`src/rtl/ilha_pkg.sv`:
```
// Shared types and constants of the implicit list heap allocator.
`default_nettype none
package ilha_pkg;

	localparam int          CHUNK_RESET = 4096;
	localparam int          BREAK_RESET = 16 + CHUNK_RESET;
	localparam int          HDR_MIN     = 16;
	localparam logic [31:0] PROLOG_WORD = 32'd9;
	localparam logic [31:0] EPILOG_WORD = 32'd1;

	localparam logic [1:0] ST_OK   = 2'd0;
	localparam logic [1:0] ST_FULL = 2'd1;
	localparam logic [1:0] ST_ZERO = 2'd2;

	typedef enum logic [4:0] {
		OP_NONE, OP_CLR, OP_LATCH, OP_BP_START, OP_RD_BP, OP_WALK_ADV,
		OP_M_OPEN, OP_RD_NX, OP_N_ADV, OP_WR_MH, OP_WR_MF, OP_M_NEXT,
		OP_G_SET, OP_WR_GH, OP_WR_GF, OP_WR_GE, OP_P_LOAD,
		OP_WR_SH1, OP_WR_SF1, OP_WR_SH2, OP_WR_SF2, OP_WR_NH, OP_WR_NF,
		OP_F_HDR, OP_WR_FH, OP_WR_FF
	} dp_op_t;

	typedef struct packed {
		dp_op_t op;
	} cmd_t;

	typedef struct packed {
		logic clr_last;
		logic kind_free;
		logic req_zero;
		logic bp_ge_brk;
		logic nx_ge_brk;
		logic r_zero;
		logic r_alloc;
		logic r_fit;
		logic tot_ne_sz;
		logic grow_fail;
		logic split_ok;
		logic f_bad_addr;
		logic f_bad_hdr;
		logic f_ft_bad;
	} stat_t;

	typedef struct packed {
		logic       idle;
		logic       done;
		logic       with_addr;
		logic [1:0] code;
	} res_t;

endpackage
`default_nettype wire

```
`src/rtl/ilha_ctl.sv`:
```
// Controller: sequences clear, walks, merge sweep, growth, placement and free.
`default_nettype none
module ilha_ctl import ilha_pkg::*; (
	input  wire   clk,
	input  wire   arst_n,
	input  wire   take,
	input  stat_t stat,
	output cmd_t  cmd,
	output res_t  res
);
	typedef enum logic [28:0] {
		S_CLR   = 29'd1 << 0,  S_IDLE  = 29'd1 << 1,  S_DISP  = 29'd1 << 2,
		S_W_RD  = 29'd1 << 3,  S_W_DAT = 29'd1 << 4,  S_M_RD  = 29'd1 << 5,
		S_M_DAT = 29'd1 << 6,  S_N_RD  = 29'd1 << 7,  S_N_DAT = 29'd1 << 8,
		S_M_END = 29'd1 << 9,  S_M_FT  = 29'd1 << 10, S_G_CHK = 29'd1 << 11,
		S_G_H   = 29'd1 << 12, S_G_F   = 29'd1 << 13, S_G_E   = 29'd1 << 14,
		S_P_RD  = 29'd1 << 15, S_P_DAT = 29'd1 << 16, S_P_DEC = 29'd1 << 17,
		S_SH1   = 29'd1 << 18, S_SF1   = 29'd1 << 19, S_SH2   = 29'd1 << 20,
		S_SF2   = 29'd1 << 21, S_NH    = 29'd1 << 22, S_NF    = 29'd1 << 23,
		S_F_CHK = 29'd1 << 24, S_F_HDR = 29'd1 << 25, S_F_FT  = 29'd1 << 26,
		S_F_W1  = 29'd1 << 27, S_F_W2  = 29'd1 << 28
	} state_t;

	state_t state_q, state_d;
	logic   pass_q, pass_d;

	always_comb begin
		state_d       = state_q;
		pass_d        = pass_q;
		cmd.op        = OP_NONE;
		res.idle      = 1'b0;
		res.done      = 1'b0;
		res.with_addr = 1'b0;
		res.code      = ST_OK;
		unique case (state_q)
			S_CLR: begin
				cmd.op = OP_CLR;
				if (stat.clr_last) state_d = S_IDLE;
			end
			S_IDLE: begin
				res.idle = 1'b1;
				if (take) begin
					cmd.op  = OP_LATCH;
					state_d = S_DISP;
				end
			end
			S_DISP: begin
				priority if (stat.kind_free) begin
					state_d = S_F_CHK;
				end else if (stat.req_zero) begin
					res.done = 1'b1;
					res.code = ST_ZERO;
					state_d  = S_IDLE;
				end else begin
					cmd.op  = OP_BP_START;
					pass_d  = 1'b0;
					state_d = S_W_RD;
				end
			end
			S_W_RD, S_W_DAT: begin
				// walk ends: sweep once, then grow
				if ((state_q == S_W_RD && stat.bp_ge_brk) ||
				    (state_q == S_W_DAT && stat.r_zero)) begin
					if (!pass_q) begin
						cmd.op  = OP_BP_START;
						pass_d  = 1'b1;
						state_d = S_M_RD;
					end else begin
						state_d = S_G_CHK;
					end
				end else if (state_q == S_W_RD) begin
					cmd.op  = OP_RD_BP;
					state_d = S_W_DAT;
				end else if (!stat.r_alloc && stat.r_fit) begin
					cmd.op  = OP_P_LOAD;
					state_d = S_P_DEC;
				end else begin
					cmd.op  = OP_WALK_ADV;
					state_d = S_W_RD;
				end
			end
			S_M_RD: begin
				if (stat.bp_ge_brk) begin
					cmd.op  = OP_BP_START;
					state_d = S_W_RD;
				end else begin
					cmd.op  = OP_RD_BP;
					state_d = S_M_DAT;
				end
			end
			S_M_DAT: begin
				priority if (stat.r_zero) begin
					cmd.op  = OP_BP_START;
					state_d = S_W_RD;
				end else if (stat.r_alloc) begin
					cmd.op  = OP_WALK_ADV;
					state_d = S_M_RD;
				end else begin
					cmd.op  = OP_M_OPEN;
					state_d = S_N_RD;
				end
			end
			S_N_RD: begin
				if (stat.nx_ge_brk) begin
					state_d = S_M_END;
				end else begin
					cmd.op  = OP_RD_NX;
					state_d = S_N_DAT;
				end
			end
			S_N_DAT: begin
				if (stat.r_zero || stat.r_alloc) begin
					state_d = S_M_END;
				end else begin
					cmd.op  = OP_N_ADV;
					state_d = S_N_RD;
				end
			end
			S_M_END: begin
				if (stat.tot_ne_sz) begin
					cmd.op  = OP_WR_MH;
					state_d = S_M_FT;
				end else begin
					cmd.op  = OP_M_NEXT;
					state_d = S_M_RD;
				end
			end
			S_M_FT: begin
				cmd.op  = OP_WR_MF;
				state_d = S_M_RD;
			end
			S_G_CHK: begin
				if (stat.grow_fail) begin
					res.done = 1'b1;
					res.code = ST_FULL;
					state_d  = S_IDLE;
				end else begin
					cmd.op  = OP_G_SET;
					state_d = S_G_H;
				end
			end
			S_G_H: begin
				cmd.op  = OP_WR_GH;
				state_d = S_G_F;
			end
			S_G_F: begin
				cmd.op  = OP_WR_GF;
				state_d = S_G_E;
			end
			S_G_E: begin
				cmd.op  = OP_WR_GE;
				state_d = S_P_RD;
			end
			S_P_RD: begin
				cmd.op  = OP_RD_BP;
				state_d = S_P_DAT;
			end
			S_P_DAT: begin
				cmd.op  = OP_P_LOAD;
				state_d = S_P_DEC;
			end
			S_P_DEC: state_d = stat.split_ok ? S_SH1 : S_NH;
			S_SH1: begin
				cmd.op  = OP_WR_SH1;
				state_d = S_SF1;
			end
			S_SF1: begin
				cmd.op  = OP_WR_SF1;
				state_d = S_SH2;
			end
			S_SH2: begin
				cmd.op  = OP_WR_SH2;
				state_d = S_SF2;
			end
			S_SF2, S_NF: begin
				cmd.op        = (state_q == S_SF2) ? OP_WR_SF2 : OP_WR_NF;
				res.done      = 1'b1;
				res.with_addr = 1'b1;
				state_d       = S_IDLE;
			end
			S_NH: begin
				cmd.op  = OP_WR_NH;
				state_d = S_NF;
			end
			S_F_CHK: begin
				if (stat.f_bad_addr) begin
					res.done = 1'b1;
					state_d  = S_IDLE;
				end else begin
					cmd.op  = OP_RD_BP;
					state_d = S_F_HDR;
				end
			end
			S_F_HDR: begin
				if (stat.f_bad_hdr) begin
					res.done = 1'b1;
					state_d  = S_IDLE;
				end else begin
					cmd.op  = OP_F_HDR;
					state_d = S_F_FT;
				end
			end
			S_F_FT: begin
				if (stat.f_ft_bad) begin
					res.done = 1'b1;
					state_d  = S_IDLE;
				end else begin
					state_d = S_F_W1;
				end
			end
			S_F_W1: begin
				cmd.op  = OP_WR_FH;
				state_d = S_F_W2;
			end
			S_F_W2: begin
				cmd.op   = OP_WR_FF;
				res.done = 1'b1;
				state_d  = S_IDLE;
			end
			default: state_d = S_IDLE;
		endcase
	end

	always_ff @(posedge clk or negedge arst_n) begin
		if (!arst_n) begin
			state_q <= S_CLR;
			pass_q  <= 1'b0;
		end else begin
			state_q <= state_d;
			pass_q  <= pass_d;
		end
	end
endmodule
`default_nettype wire

```
`config.mk`:
```
export PLATFORM = sky130hd
export DESIGN_NAME = ilha_ctl
export DESIGN_NICKNAME = d
export VERILOG_FILES = /design/src/rtl/ilha_pkg.sv /design/src/rtl/ilha_ctl.sv
export SDC_FILE = /design/constraint.sdc
export NUM_CORES = 1
export LEC_CHECK = 0
export BUFFER_PORTS_ARGS = -buffer_cell sky130_fd_sc_hd__buf_2
export CAP_MARGIN = 0
export CORE_MARGIN = 10
export CORE_UTILIZATION = 25
export DETAILED_ROUTE_END_ITERATION = 10
export GPL_TIMING_DRIVEN = 0
export SLEW_MARGIN = 20
export SYNTH_ARGS = -nofsm -noshare
export SYNTH_HDL_FRONTEND = slang
export SYNTH_SLANG_ARGS = --single-unit
```
`constraint.sdc`:
```
create_clock -name clk -period 3.4 [get_ports clk]
set_clock_uncertainty 0.15 [all_clocks]
set_input_delay 0.68 -clock clk [delete_from_list [all_inputs] [get_ports clk]]
set_output_delay 0.68 -clock clk [all_outputs]
set_load 0.01 [all_outputs]
```
# Word level (Yosys, flattened, before mapping)
# Cells that the tools add are included.
[word_totals] reg_bits=30 input_bits=17 output_inout_bits=10 wordCells=103
[classes] eq_ne=34 n_mux=55 reduce_logical=12
[ops] cell="$pmux W29 S25" count=1
[ops] cell="$pmux W5 S25" count=1
[ops] cell="$mux W29" count=4
[ops] cell="$mux W18" count=2
[ops] cell="$eq A29 B1 Y1 const B" count=1
[ops] cell="$eq A29 B10 Y1 const B" count=1
[ops] cell="$eq A29 B11 Y1 const B" count=1
[ops] cell="$eq A29 B12 Y1 const B" count=1
[ops] cell="$eq A29 B13 Y1 const B" count=1
[ops] cell="$eq A29 B14 Y1 const B" count=1
[ops] cell="$eq A29 B15 Y1 const B" count=1
[ops] cell="$eq A29 B16 Y1 const B" count=1
[ops] cell="$eq A29 B17 Y1 const B" count=1
[ops] cell="$eq A29 B18 Y1 const B" count=1
[ops] cell="$eq A29 B19 Y1 const B" count=1
[ops] cell="$eq A29 B2 Y1 const B" count=1
[ops] cell="$eq A29 B20 Y1 const B" count=1
[ops] cell="$eq A29 B21 Y1 const B" count=1
[ops] cell="$eq A29 B22 Y1 const B" count=1
[ops] cell="$eq A29 B23 Y1 const B" count=1
[ops] cell="$eq A29 B24 Y1 const B" count=1
[ops] cell="$eq A29 B25 Y1 const B" count=1
[ops] cell="$eq A29 B26 Y1 const B" count=1
[ops] cell="$eq A29 B27 Y1 const B" count=1
[ops] cell="other kinds (36)" count=73

# Depth between registers and ports, before layout
[logic_depth] depth_word=6 depth_mapped=8 ltp_nobuf=7

# Worst setup path before layout
# OpenSTA, ideal clock, no wires.
[synth_path] kind="reg-to-output" start="reg state_q[9]" end="out cmd[2] (netlist name)" arrival_ps=1958 required_ps=2570 path_slack_ps=612 path_stages_with_launch=8 n_path_buf=1 cell_sequence="dfrtp_1 nor4_4 nand4_2 buf_2 or4_4 inv_2 a21oi_1 nand4_1"
[synth_lines] item="start, declared" line_no="ilha_ctl.sv:24" text="state_t state_q, state_d;"
[synth_lines] item="start signal, assigned" line_no="ilha_ctl.sv:229" text="state_q <= state_d;"
[synth_lines] item="end, declared" line_no="ilha_ctl.sv:8" text="output cmd_t cmd,"

==> flow_summary_export.csv <==
group,metric,value,unit
critical_path,path_cells,"nor4_4 -> buf_4 -> nand4_1 -> or4_4 -> inv_2 -> a21oi_1 -> nand4_1 -> buf_2",
critical_path,crit_arrival,2.50,ns
detailed_routing,drc,0,
synthesis,ys_ff_latch,30,
clocking,ctsHoldBuffers,0,
synthesis,synth.area.top_cells,"dfrtp_1 37%, nor3_1 6.6%, nor2_1 6.4%, nand4b_1 5.7%, nor4_4 5.4%",
floorplanning,start_util,25.7,%
global_routing,grt_overflow,0,
clocking,cts_htree_levels,2,
detailed_routing,post_drt_wl_per_cell,17.9,µm
clocking,clock_latency,0.29,ns
cells_and_area,drive_above_1_share,33.6,%
flow_run,cap_violations,0,
critical_path,critPathCapture,"cmd[2]",
clocking,clk_path_buf_depth,2,
critical_path,worst-setup-path-type,"register to output port",
synthesis,synth_top_cell_area_share,36.6,%
pwr,p_per_area,440,nW/µm²
synthesis,synth_edf_count,0,
clocking,cts_tree,"built",
critical_path,crit_path_end_kind,"output port",
critical_path,startpoint_type,"register",
cells_and_area,final_common_cell,"nor2_1",
sta,setup_violations,0,
cells_and_area,fillers,806,
critical_path,r2r_start,"state_q[19]$_DFFE_PN0P_",
synthesis,ys.flop_type,"dfrtp_1",
global_routing,grt_util_all_layers,11.3,%
sta,whs,0.285,ns
detailed_routing,ant_nets,0,
critical_path,crit_path_frequent_cell,"nand4_1",
sta,setup_tns,0,ns
clocking,clock-sinks,30,
critical_path,cp_slowest_cell,"or4_4",
floorplanning,die_h,109,µm
sta,period_share,98.0,%
sta,tightest_slew,0.792,ns
critical_path,r2r_slack,0.93,ns
critical_path,critPathMaxFanout,10,
cells_and_area,syn_to_final_growth,33.6,%
floorplanning,dieWidth,109,µm
floorplanning,dieArea,11900,µm²
sta,fmax,300,MHz
detailed_routing,drt_wl_total,6.69,mm
critical_path,cpPeakStageDelay,0.55,ns
floorplanning,rows,32,
detailed_routing,dr.pass1.iters,5,
global_routing,first_global_vias,2033,
synthesis,yosys_warnings,0,
synthesis,postSynthCellCount,221,
critical_path,rr_endpoint,"state_q[1]$_DFFE_PN0P_",
sta,rsz0062_at_grt,"true",
synthesis,avgSynthCellArea,8.97,µm²
critical_path,critPathLaunch,"state_q[3]$_DFFE_PN0P_",
cells_and_area,diodes,0,
detailed_routing,via_count,2071,
sta,finalHoldViolations,0,
clocking,clk_pin_slew_worst_paths,0.06,ns
sta,relSlewSlack,45.8,%
clocking,numCtsBuffers,5,
floorplanning,pin_count,27,
cells_and_area,layout.nets,287,
cells_and_area,final_core_util,34.3,%
place,hpwlAfterDp,5.03,mm
status,status,"completed",
detailed_routing,drtIter0Drc,299,
clocking,clockRootBuffer,"clkbuf_8",
sta,fin_crit,3.33,ns
synthesis,synth_area,1980,µm²
sta,drv_slew,0,
floorplanning,coreArea,7730,µm²
place,globalplace.congestion,0.923,
critical_path,rr_worst_depth,7,
global_routing,grt_max_degree,31,
synthesis,synthesis.nets,238,
pwr,ir_worst_vdd,0.192,mV
synthesis,seq_area_frac_synth,37.9,%
synthesis,synth_cell_types,45,
pwr,p_leak,0.00119,µW
place,io_buffers,26,
detailed_routing,via_per_inst,5.55,
global_routing,grt_pass1_wl,10.6,mm
min_path,hold_path_class,"input pin to asynchronous set/reset pin",
pwr,total_power,1170,µW
synthesis,async_flop_share,100,%
critical_path,required,2.57,ns
global_routing,antenna_found_initial,0,
cells_and_area,final_cell_mix,"33 x nor2_1, 27 x dfrtp_1, 26 x buf_2",
synthesis,yosysTopAreaCell,"dfrtp_1",
==> logic make-up after synthesis <==
kind of cell / after synthesis / share of synthesized area (%)
xor gates and xnor gates: 5 / 2.21
AOI/OAI and AO/OA: 23 / 8.45
and+or+nand+nor: 153 / 49.3
buffers and inverters: 10 / 2.08
DFF: 30 / 37.9
==> sequential cells by signal (all words and copies together) (netlist names) <==
signal and flops:
state_q 29, pass_q 1
==> power breakdown <==
part	internal, µW	total, µW	switching, µW	leakage, µW
Sequential	379	415	35.7	0.000403
Clock	204	341	137	0.0000575
Combinational	167	412	245	0.000734
Total	750	1170	417	0.00119
==> per-layer routing <==
metal  routed length [µm]  GRT usage [%]  share of wire [%]
met2                 2870           16.5                 43
met5                    0              0                  0
met1                 3140           15.6                 47
met4                  115           3.86                1.7
met3                  562           3.07                8.4
==> worst min path at each step <==
stage                       startpoint                      to  slack (ns)
CTS                             arst_n  state_q[7]$_DFFE_PN0P_        0.30
finish                          arst_n  state_q[2]$_DFFE_PN0P_        0.29
detailed placement  pass_q$_DFFE_PN0P_  state_q[5]$_DFFE_PN0P_        0.42
floorplan                       arst_n      pass_q$_DFFE_PN0P_        0.23
global route                    arst_n  state_q[7]$_DFFE_PN0P_        0.33
global placement    pass_q$_DFFE_PN0P_  state_q[5]$_DFFE_PN0P_        0.41
==> worst max-delay path: cells and delay by family (launching register included) <==
kind / cells / cell delay, ns
AOI/OAI and AO/OA: 1 / 0.05
buffers and inverters: 3 / 0.48
DFF: 1 / 0.43
and+or+nand+nor: 4 / 1.24
==> through the flow <==
step	std cells	setup slack, ns	instance area (µm²)
6_report	373	0.0678	2650
2_1_floorplan	221	0.612	1980
5_1_grt	373	-0.0468	2650
3_5_place_dp	349	0.0344	2240
4_1_cts	364	-0.000816	2470
3_3_place_gp	349	0.0357	2240
==> cell type report <==
cell class	count	area (µm²)	share of cell area [%]
Buffer	3	30.0	1.13
Clock buffer	8	110	4.15
Inverter	6	22.5	0.850
Multi-Input combinational cell	181	1340	50.7
Sequential cell	30	754	28.5
Tap cell	102	128	4.82
Timing Repair Buffer	43	262	9.87
==> synth_stat cells, drive strengths merged (2+ instances only) <==
master	number
a2111oi	2
a211oi	2
a21oi	3
a22o	2
and2	8
and3	6
buf	3
dfrtp	29
inv	6
nand2	13
nand3	8
nand3b	2
nand4	12
nand4b	13
nor2	34
nor2b	5
nor3	29
nor4	15
o21ai	5
or3	3
xnor2	2
xor2	3
==> repair_timing <==
action / CTS / global route
gates resized for setup: 12 / 23
endpoints found under the hold margin: 0 / 0
buffers inserted: 7 / 10
pin swaps: 4 / 9
setup endpoints to repair: 6 / 6
Note: power is estimated with default switching activity, not from simulation.
